<file path="config.mk">
export PLATFORM = sky130hd
export DESIGN_NAME = modular_inverse_ext_euclid_top
export DESIGN_NICKNAME = d
export VERILOG_FILES = /design/src/sv/mie_pkg.sv /design/src/sv/modular_inverse_ext_euclid_top.sv
export SDC_FILE = /design/constraint.sdc
export NUM_CORES = 1
export LEC_CHECK = 0
export BUFFER_PORTS_ARGS = -buffer_cell sky130_fd_sc_hd__buf_2
export CORE_UTILIZATION = 43
export DETAILED_ROUTE_END_ITERATION = 8
export SYNTH_ARGS = -nofsm -noshare
export SYNTH_HDL_FRONTEND = slang
export SYNTH_SLANG_ARGS = --single-unit
</file>
<file path="constraint.sdc">
create_clock -name clk -period 11.5 [get_ports clk]
set_input_delay 0.575 -clock clk [delete_from_list [all_inputs] [get_ports clk]]
set_output_delay 0.575 -clock clk [all_outputs]
set_load 0.03 [all_outputs]
</file>
<file path="src/sv/mie_pkg.sv">
package mie_pkg;

  // Default operand width of the block.
  localparam int unsigned MIE_WIDTH = 32;

  // Sequencer states of the Euclid engine.
  typedef enum logic [2:0] {
    ST_IDLE,
    ST_CHECK,
    ST_DIV,
    ST_UPD,
    ST_DONE
  } mie_state_t;

endpackage

</file>
<file path="src/sv/modular_inverse_ext_euclid_top.sv">
// Channel    Direction  Payload (lowest bits first)                 Handshake
// s_axis     in         modulus, value                              tvalid / tready
// m_axis     out        inverse, divisor, bad_modulus               tvalid / tready
//
// An item runs k Euclid rounds, at most about 46 at 32 bits. Each round
// tests the divisor for zero, then runs a bit-serial restoring division,
// one quotient bit per cycle, then an update step. The quotient bits feed a
// double-and-add unit modulo the modulus in the same cycles, so the product
// of quotient and coefficient is ready when the division ends.
// Reset (rst, synchronous, active high) returns the engine to idle and
// drops any waiting result. A new item is taken as soon as the engine is
// idle, even while the previous result still waits in the output register.
module modular_inverse_ext_euclid_top #(
  parameter int unsigned WIDTH = mie_pkg::MIE_WIDTH
) (
  input  logic                                   clk,
  input  logic                                   rst,
  // s_axis_tdata: modulus [WIDTH-1:0], value [2*WIDTH-1:WIDTH], zero fill above
  input  logic                                   s_axis_tvalid,
  output logic                                   s_axis_tready,
  input  logic [((2*WIDTH+7)/8)*8-1:0]           s_axis_tdata,
  // m_axis_tdata: inverse [WIDTH-1:0], divisor [2*WIDTH-1:WIDTH],
  // bad_modulus [2*WIDTH], zero fill above
  output logic                                   m_axis_tvalid,
  input  logic                                   m_axis_tready,
  output logic [((2*WIDTH+1+7)/8)*8-1:0]         m_axis_tdata
);

  import mie_pkg::*;

  localparam int unsigned CW      = $clog2(WIDTH);
  localparam int unsigned OUT_W   = ((2*WIDTH+1+7)/8)*8;
  localparam int unsigned OUT_PAD = OUT_W - (2*WIDTH+1);

  mie_state_t state, state_next;

  // Euclid remainders: a is the dividend (shifted out during a division),
  // b the divisor, rem the partial remainder.
  logic [WIDTH-1:0] a;
  logic [WIDTH-1:0] b;
  logic [WIDTH-1:0] rem;
  // Coefficients, kept reduced modulo the modulus, and the product unit.
  logic [WIDTH-1:0] mod;
  logic             ok;
  logic [WIDTH-1:0] c0;
  logic [WIDTH-1:0] c1;
  logic [WIDTH-1:0] acc;
  logic [CW-1:0]    cnt;

  // Output register.
  logic             out_valid;
  logic [WIDTH-1:0] out_inverse;
  logic [WIDTH-1:0] out_divisor;
  logic             out_bad;

  logic             in_fire;
  logic             out_load;

  // One restoring division step.
  logic [WIDTH:0]   rem_shift;
  logic             qbit;
  logic [WIDTH-1:0] rem_step;

  // One double-and-add step modulo the modulus: acc < mod and c1 < mod, so
  // the sum stays below three times the modulus.
  logic [WIDTH+1:0] dbl_sum;
  logic [WIDTH+1:0] mod_x1;
  logic [WIDTH+1:0] mod_x2;
  logic [WIDTH-1:0] acc_step;

  // New coefficient c0 - q * c1 modulo the modulus.
  logic [WIDTH-1:0] c_new;

  assign rem_shift = {rem, a[WIDTH-1]};
  assign qbit      = (rem_shift >= {1'b0, b});
  assign rem_step  = qbit ? WIDTH'(rem_shift - {1'b0, b}) : rem_shift[WIDTH-1:0];

  assign mod_x1  = {2'b00, mod};
  assign mod_x2  = {1'b0, mod, 1'b0};
  assign dbl_sum = {1'b0, acc, 1'b0} + (qbit ? {2'b00, c1} : '0);

  always_comb begin
    if (dbl_sum >= mod_x2) begin
      acc_step = WIDTH'(dbl_sum - mod_x2);
    end else if (dbl_sum >= mod_x1) begin
      acc_step = WIDTH'(dbl_sum - mod_x1);
    end else begin
      acc_step = dbl_sum[WIDTH-1:0];
    end
  end

  assign c_new = (c0 >= acc) ? (c0 - acc) : (c0 + (mod - acc));

  assign in_fire  = s_axis_tvalid && s_axis_tready;
  assign out_load = (state == ST_DONE) && (!out_valid || m_axis_tready);

  // Sequencer: next state and handshake outputs.
  always_comb begin
    state_next    = state;
    s_axis_tready = 1'b0;
    case (state)
      ST_IDLE: begin
        s_axis_tready = 1'b1;
        if (s_axis_tvalid) begin
          state_next = ST_CHECK;
        end
      end
      ST_CHECK: begin
        state_next = (b == '0) ? ST_DONE : ST_DIV;
      end
      ST_DIV: begin
        if (cnt == '0) begin
          state_next = ST_UPD;
        end
      end
      ST_UPD: begin
        state_next = ST_CHECK;
      end
      ST_DONE: begin
        if (!out_valid || m_axis_tready) begin
          state_next = ST_IDLE;
        end
      end
      default: begin
        state_next = ST_IDLE;
      end
    endcase
  end

  always_ff @(posedge clk) begin
    if (rst) begin
      state <= ST_IDLE;
    end else begin
      state <= state_next;
    end
  end

  // Datapath.
  always_ff @(posedge clk) begin
    case (state)
      ST_IDLE: begin
        if (in_fire) begin
          a   <= s_axis_tdata[WIDTH-1:0];
          mod <= s_axis_tdata[WIDTH-1:0];
          b   <= s_axis_tdata[2*WIDTH-1:WIDTH];
          ok  <= (s_axis_tdata[WIDTH-1:0] != '0);
          c0  <= '0;
          // 1 mod m is zero only for a modulus of one.
          c1  <= (s_axis_tdata[WIDTH-1:0] == WIDTH'(1)) ? '0 : WIDTH'(1);
        end
      end
      ST_CHECK: begin
        rem <= '0;
        acc <= '0;
        cnt <= CW'(WIDTH - 1);
      end
      ST_DIV: begin
        rem <= rem_step;
        a   <= {a[WIDTH-2:0], qbit};
        acc <= acc_step;
        cnt <= cnt - CW'(1);
      end
      ST_UPD: begin
        a <= b;
        b <= rem;
        if (ok) begin
          c0 <= c1;
          c1 <= c_new;
        end
      end
      default: begin
      end
    endcase
  end

  // Output register, loaded while the previous result is taken or absent.
  always_ff @(posedge clk) begin
    if (rst) begin
      out_valid <= 1'b0;
    end else if (out_load) begin
      out_valid <= 1'b1;
    end else if (m_axis_tready) begin
      out_valid <= 1'b0;
    end
  end

  always_ff @(posedge clk) begin
    if (out_load) begin
      out_inverse <= ok ? c0 : '0;
      out_divisor <= a;
      out_bad     <= !ok;
    end
  end

  assign m_axis_tvalid = out_valid;
  generate
    if (OUT_PAD > 0) begin : g_pad
      assign m_axis_tdata = {{OUT_PAD{1'b0}}, out_bad, out_divisor, out_inverse};
    end else begin : g_nopad
      assign m_axis_tdata = {out_bad, out_divisor, out_inverse};
    end
  endgenerate

  // The division never starts with a zero divisor.
  a_div_nonzero: assert property (@(posedge clk) disable iff (rst)
    (state == ST_DIV) |-> (b != '0))
    else $error("division running with zero divisor");

  // Coefficients and the product stay reduced below the modulus.
  a_reduced: assert property (@(posedge clk) disable iff (rst)
    ((state == ST_DIV || state == ST_UPD) && ok) |->
      (c0 < mod && c1 < mod && acc < mod))
    else $error("coefficient not reduced modulo the modulus");

  // A zero modulus always gives a zero inverse.
  a_bad_zero: assert property (@(posedge clk) disable iff (rst)
    (m_axis_tvalid && out_bad) |-> (out_inverse == '0))
    else $error("nonzero inverse reported with zero modulus");

endmodule

</file>
==> results.yml, run 1 <==
run_status:
  status: "finished clean"
grt:
  antenna_found_initial: 1
  grt_max_degree: 66
  grt_first_pass_wirelength_um: 106600
  grt_overflow: 0
  grtUsageTotal: 0.2460
  grt_pass1_vias: 18960
run:
  maxCapViolCount: 0
floorplan:
  die_area_um2: 55110
  initial_utilization: 0.4389
  dieWidth_um: 234.7
  die_y_um: 234.7
  boundaryPins: 142
  rows: 84
  fp.coreArea_um2: 53080
layout:
  final_common_cell: "edfxtp_1"
  area.growth.synth_to_final_pct: 11.61
  drive_gt1_frac: 0.09749
  antenna_cells: 0
  fin_nets: 2891
  final_cell_mix: "edfxtp_1 (295), nand2_1 (266), inv_1 (235)"
detailed_routing:
  drtIter0Drc: 1564
  drc: 0
  drt-met1-wl_um: 31080
  drt-total-wl_um: 68800
  drt-vias-per-instance: 5.784
  wl_met2_um: 31290
  wl_met3_um: 3734
  wl_per_cell_um: 20.76
  vias: 19170
  dr.pass1.iters: 6
  drtAntennaViolNets: 0
  highest_layer: "met5"
timing:
  timing.hold.ws_ns: 0.2281
  finClkSkew_ns: 0.02222
  timing.final.crit_share: 0.8044
  tns_ns: 0
  drv_slew: 0
  rsz0062_at_grt: "false"
  final-hold-violation-count: 0
  slew-limit-headroom: 0.2827
  setup_viol: 0
  worstMarginPinSlew_ns: 1.073
  period_needed_ns: 9.251
  fmaxAchievable_mhz: 108.1
power_and_ir_drop:
  ir_drop_v: 0.0001095
  p_leak_nw: 11.29
  power_density_nw_per_um2: 224.3
clock_tree:
  cts_sinks: 299
  cts_tree: "done"
  clock_latency_ns: 0.57
  cts_hold_buf: 0
  h-tree-depth: 2
  root_buffer: "clkbuf_16"
  post-cts-setup-buffers: 0
  clk_pin_slew_worst_paths_ns: 0.06
  cts_buffers: 39
  cts_buffer_depth: 3
  post_cts_resized: 0
yosys:
  async_flop_share: 0
  netlist_area_um2: 23290
  synth_edf_count: 295
  ys_seq_elements: 299
  synth.area.mux_share: 0.03443
  synth_warnings: 0
  yosysUniqueCellTypes: 84
  synth_xor_area_frac: 0.05790
  synth-simple-area-share: 0.1520
  synth_compound_area_frac: 0.1837
  postSynthAreaPerCell_um2: 9.393
  synth_fa_ha_area_frac: 0.1335
  ys_seq_area_frac: 0.3837
  synth_top_family_by_area: "compound AO/OA/AOI/OAI gates"
  yosys_most_used_dff: "edfxtp_1"
  synthCells: 2480
critical_path:
  cp_top_family: "compound AO/OA/AOI/OAI gates"
  r2r_cells: 32
  worst-setup-path-type: "register to register"
  cp_num_buf_inv: 3
  endpoint_kind: "register"
  slowest_delay_ns: 0.88
  cp_data_arrival_time_ns: 9.52
  cp_common_cell: "a21oi_1"
  slowest_stage: "a2111oi_1"
  cp.required_ns: 11.77
  start_kind: "register"
  path_max_fanout: 31
  path_depth: 32
placed_design:
  numPortBuffers: 134
  dpl.hpwl_um: 52330
  gp_congestion: 0.9324
worst_hold_path:
  hold_path.class: "input port to register"
  min_delay_path_depth: 1
[final timing paths]
check	from	to	slack [ns]
worst min register to register	a[21]	out_divisor[21]	0.46
worst max-delay path	b[7]	acc[0]	2.25
worst min-delay path	s_axis_tdata[3]	mod[3]	0.23
worst max register to register	b[7]	acc[0]	2.25
[where the power goes]
| group | switching (W) | total (W) | internal, W |
|---|---|---|---|
| Combinational | 0.00188 | 0.00310 | 0.00122 |
| Sequential | 0.0000883 | 0.00143 | 0.00134 |
| Clock | 0.000504 | 0.00130 | 0.000799 |
[flip-flops by register name (all words and copies together) (netlist names), 3 cells and up]
name and count:
rem 32, c0 32, cnt 5, out_inverse 32, mod 32, c1 32, state 3, b 32
acc 32, out_divisor 32, a 32
[worst register-to-register path: cells and delay by family, from the launching register on]
family | cells | cell delay [ns]
flops | 1 | 0.45
fa+ha+maj | 4 | 1.32
xor+xnor | 1 | 0.28
buf+inv | 3 | 0.56
compound gates | 18 | 5.10
simple gates | 6 | 1.27
[layout make-up]
cell class                      instances  area (um2)
Inverter                              235       882.1
Clock inverter                         23       315.3
Sequential cell                       299        8940
Clock buffer                           48        1031
Fill cell                            4979       27080
Tap cell                              688       860.8
Timing Repair Buffer                  151       798.3
Multi-Input combinational cell       1870       13170
[synth_stat cells (24+ instances only)]
master / n / area (um2)
nand2_1: 267 / 1002
edfxtp_1: 295 / 8859
xnor2_1: 105 / 919.6
xor2_1: 49 / 429.2
inv_1: 235 / 882.1
o21a_1: 35 / 262.8
and2_1: 40 / 250.2
and3_1: 45 / 281.5
mux2i_1: 79 / 790.8
nand3_1: 31 / 155.2
nor3_1: 38 / 190.2
clkbuf_1: 57 / 214.0
a21o_1: 64 / 480.5
fa_1: 36 / 720.7
nand4_1: 32 / 200.2
a211oi_1: 37 / 277.8
a21oi_1: 198 / 991.0
o21ai_0: 151 / 755.7
nor2_1: 174 / 653.1
nor4_1: 24 / 150.1
ha_1: 191 / 2390
[metrics by stage]
step / worst slack [ns] / instances / power, W / util / cell area (um2)
2_1_floorplan: 4.520 / 2486 / 0.003784 / - / 23320
3_5_place_dp: 2.349 / 3243 / 0.004481 / 0.4645 / 24650
3_3_place_gp: 2.500 / 3243 / 0.004467 / 0.4645 / 24650
4_1_cts: 2.339 / 3314 / 0.005806 / 0.4898 / 26000
5_1_grt: 1.751 / 3314 / 0.006223 / 0.4898 / 26000
6_report: 2.249 / 3314 / 0.005832 / 0.4898 / 26000
[logic make-up after synthesis]
logic type	Yosys count
AND/OR/NAND/NOR	745
AO/OA/AOI/OAI	657
buffers and inverters	317
flip-flops	299
adder cells (fa/ha/maj)	227
XOR/XNOR	154
multiplexers	80
other	1
[layer usage]
layer | global-route usage | vias to the layer above
li1 | - | 9206
met1 | 0.3315 | 9189
met2 | 0.4006 | 638
met4 | 0.1001 | 2
met3 | 0.03102 | 134
met5 | 0 | -
Power figures use the tool's default switching activity.
==> run 2: changes to the inputs <==
==> constraint.sdc (replaced) <==
create_clock -name clk -period 9.35 [get_ports clk]
set_input_delay 0.4675 -clock clk [delete_from_list [all_inputs] [get_ports clk]]
set_output_delay 0.4675 -clock clk [all_outputs]
set_load 0.03 [all_outputs]
==> run 2 against run 1 <==
Net effect: die area did not move; register-to-register slack got worse by 1.4 ns; critical path depth did not move; fmax rose by 8.9%; first-iteration DRC count fell by 0.70%; utilization fell by 0.39 points; power rose by 19%; clock power rose by 6%; global-route usage fell by 0.37 points; critical path type unchanged.
==> results.yml, run 2 (same netlist as run 1, synthesis figures left out) <==
run_status:
  status: "finished clean"
layout:
  drive_gt1_frac: 0.09684
  final_cell_mix: "edfxtp_1 (295), nand2_1 (266), inv_1 (235)"
  final_common_cell: "edfxtp_1"
  multi_input_area_um2: 13170
  fin_nets: 2891
  fill_cells: 4969
  fin_util: 0.4860
  area.growth.synth_to_final_pct: 10.73
  antenna_cells: 0
  seq_area_um2: 8940
  fin_cells: 3311
detailed_routing:
  drtAntennaViolNets: 0
  wl_per_cell_um: 20.53
  drt-vias-per-instance: 5.783
  drtIter0Drc: 1553
  drc: 0
  dr.pass1.iters: 5
  vias: 19150
  drt-total-wl_um: 67980
timing:
  finClkSkew_ns: 0.01488
  drv_slew: 0
  tns_ns: 0
  rsz0062_at_grt: "false"
  setup_slack_ns: 0.8516
  final-hold-violation-count: 0
  slew-limit-headroom: 0.2373
  timing.final.crit_share: 0.9089
  fmaxAchievable_mhz: 117.7
  worstMarginPinSlew_ns: 1.144
  setup_viol: 0
  period_needed_ns: 8.498
placed_design:
  post-place-ws_ns: 0.9216
  dpl.cell_count: 3245
  numPortBuffers: 134
  gp_congestion: 0.9709
  dpl.hpwl_um: 51950
clock_tree:
  cts_sinks: 299
  cts_buffer_depth: 3
  h-tree-depth: 2
  cts_buffers: 37
  cts_tree: "done"
  post_cts_resized: 0
  clock_latency_ns: 0.56
  cts_hold_buf: 0
  clk_pin_slew_worst_paths_ns: 0.06
  post-cts-setup-buffers: 0
  root_buffer: "clkbuf_16"
floorplan:
  die_area_um2: 55110
  rows: 84
  boundaryPins: 142
  die_y_um: 234.7
  fp.coreArea_um2: 53080
  dieWidth_um: 234.7
  initial_utilization: 0.4389
worst_hold_path:
  min_delay_path_depth: 1
  min_to: "mod[3]"
  hold_path.class: "input port to register"
  min_from: "s_axis_tdata[3]"
run:
  maxCapViolCount: 0
grt:
  grt_max_degree: 72
  grt_first_pass_wirelength_um: 104600
  grt_pass1_vias: 18850
  grt_overflow: 0
  antenna_found_initial: 0
  grtUsageTotal: 0.2423
power_and_ir_drop:
  power_density_nw_per_um2: 268.9
  p_leak_nw: 11.20
  ir_drop_v: 0.0001212
critical_path:
  worst-setup-path-type: "register to register"
  timing.rr.end: "acc[0]"
  endpoint_kind: "register"
  path_max_fanout: 27
  r2r_slack_ns: 0.85
  start_kind: "register"
  r2r-start: "b[7]"
  cp_common_cell: "a21oi_1"
  slowest_stage: "o211a_1"
  cp.required_ns: 9.62
  r2r_cells: 32
  slowest_delay_ns: 0.46
  cp_data_arrival_time_ns: 8.77
## run 2: routing by layer
layer,global-route usage,share of wire
met1,0.3288,0.45
met2,0.3932,0.45
met3,0.02796,0.060
met4,0.09988,0.040
met5,0,0
## run 2: worst max-delay path by stage
| stage | end | startpoint |
|---|---|---|
| 2_1_floorplan | acc[31] | rem[4] |
| 3_3_place_gp | acc[0] | b[7] |
| 3_5_place_dp | acc[0] | b[7] |
| 4_1_cts | acc[0] | b[7] |
| 5_1_grt | acc[12] | b[7] |
| 6_report | acc[0] | b[7] |
## run 2: critical path: cells and delay by family (launching register included)
family          cells  cell delay [ns]
fa+ha+maj           4             1.38
simple gates        6             1.10
flops               1             0.45
compound gates     17             4.12
xor+xnor            1             0.44
buf+inv             4             0.68
## run 2: through the flow
step | power (W) | hold WS [ns] | instance area [um2]
floorplan | 0.004655 | 0.4257 | 23320
global placement | 0.005471 | 0.4494 | 24670
detailed placement | 0.005501 | 0.4406 | 24670
CTS | 0.006911 | 0.09172 | 25790
global route | 0.007391 | 0.1123 | 25790
finish | 0.006937 | 0.1216 | 25790
## run 2: layout make-up
| cell class | instances | area share |
|---|---|---|
| Multi-Input combinational cell | 1870 | 0.5107 |
| Sequential cell | 299 | 0.3466 |
| Clock inverter | 21 | 0.006549 |
| Tap cell | 688 | 0.03338 |
| Timing Repair Buffer | 153 | 0.03153 |
| Inverter | 235 | 0.03420 |
| Clock buffer | 45 | 0.03706 |
## run 2: power by group
| group | internal, W | switching (W) |
|---|---|---|
| combinational | 0.00150 | 0.00229 |
| sequential | 0.00165 | 0.000106 |
| clock | 0.000787 | 0.000594 |
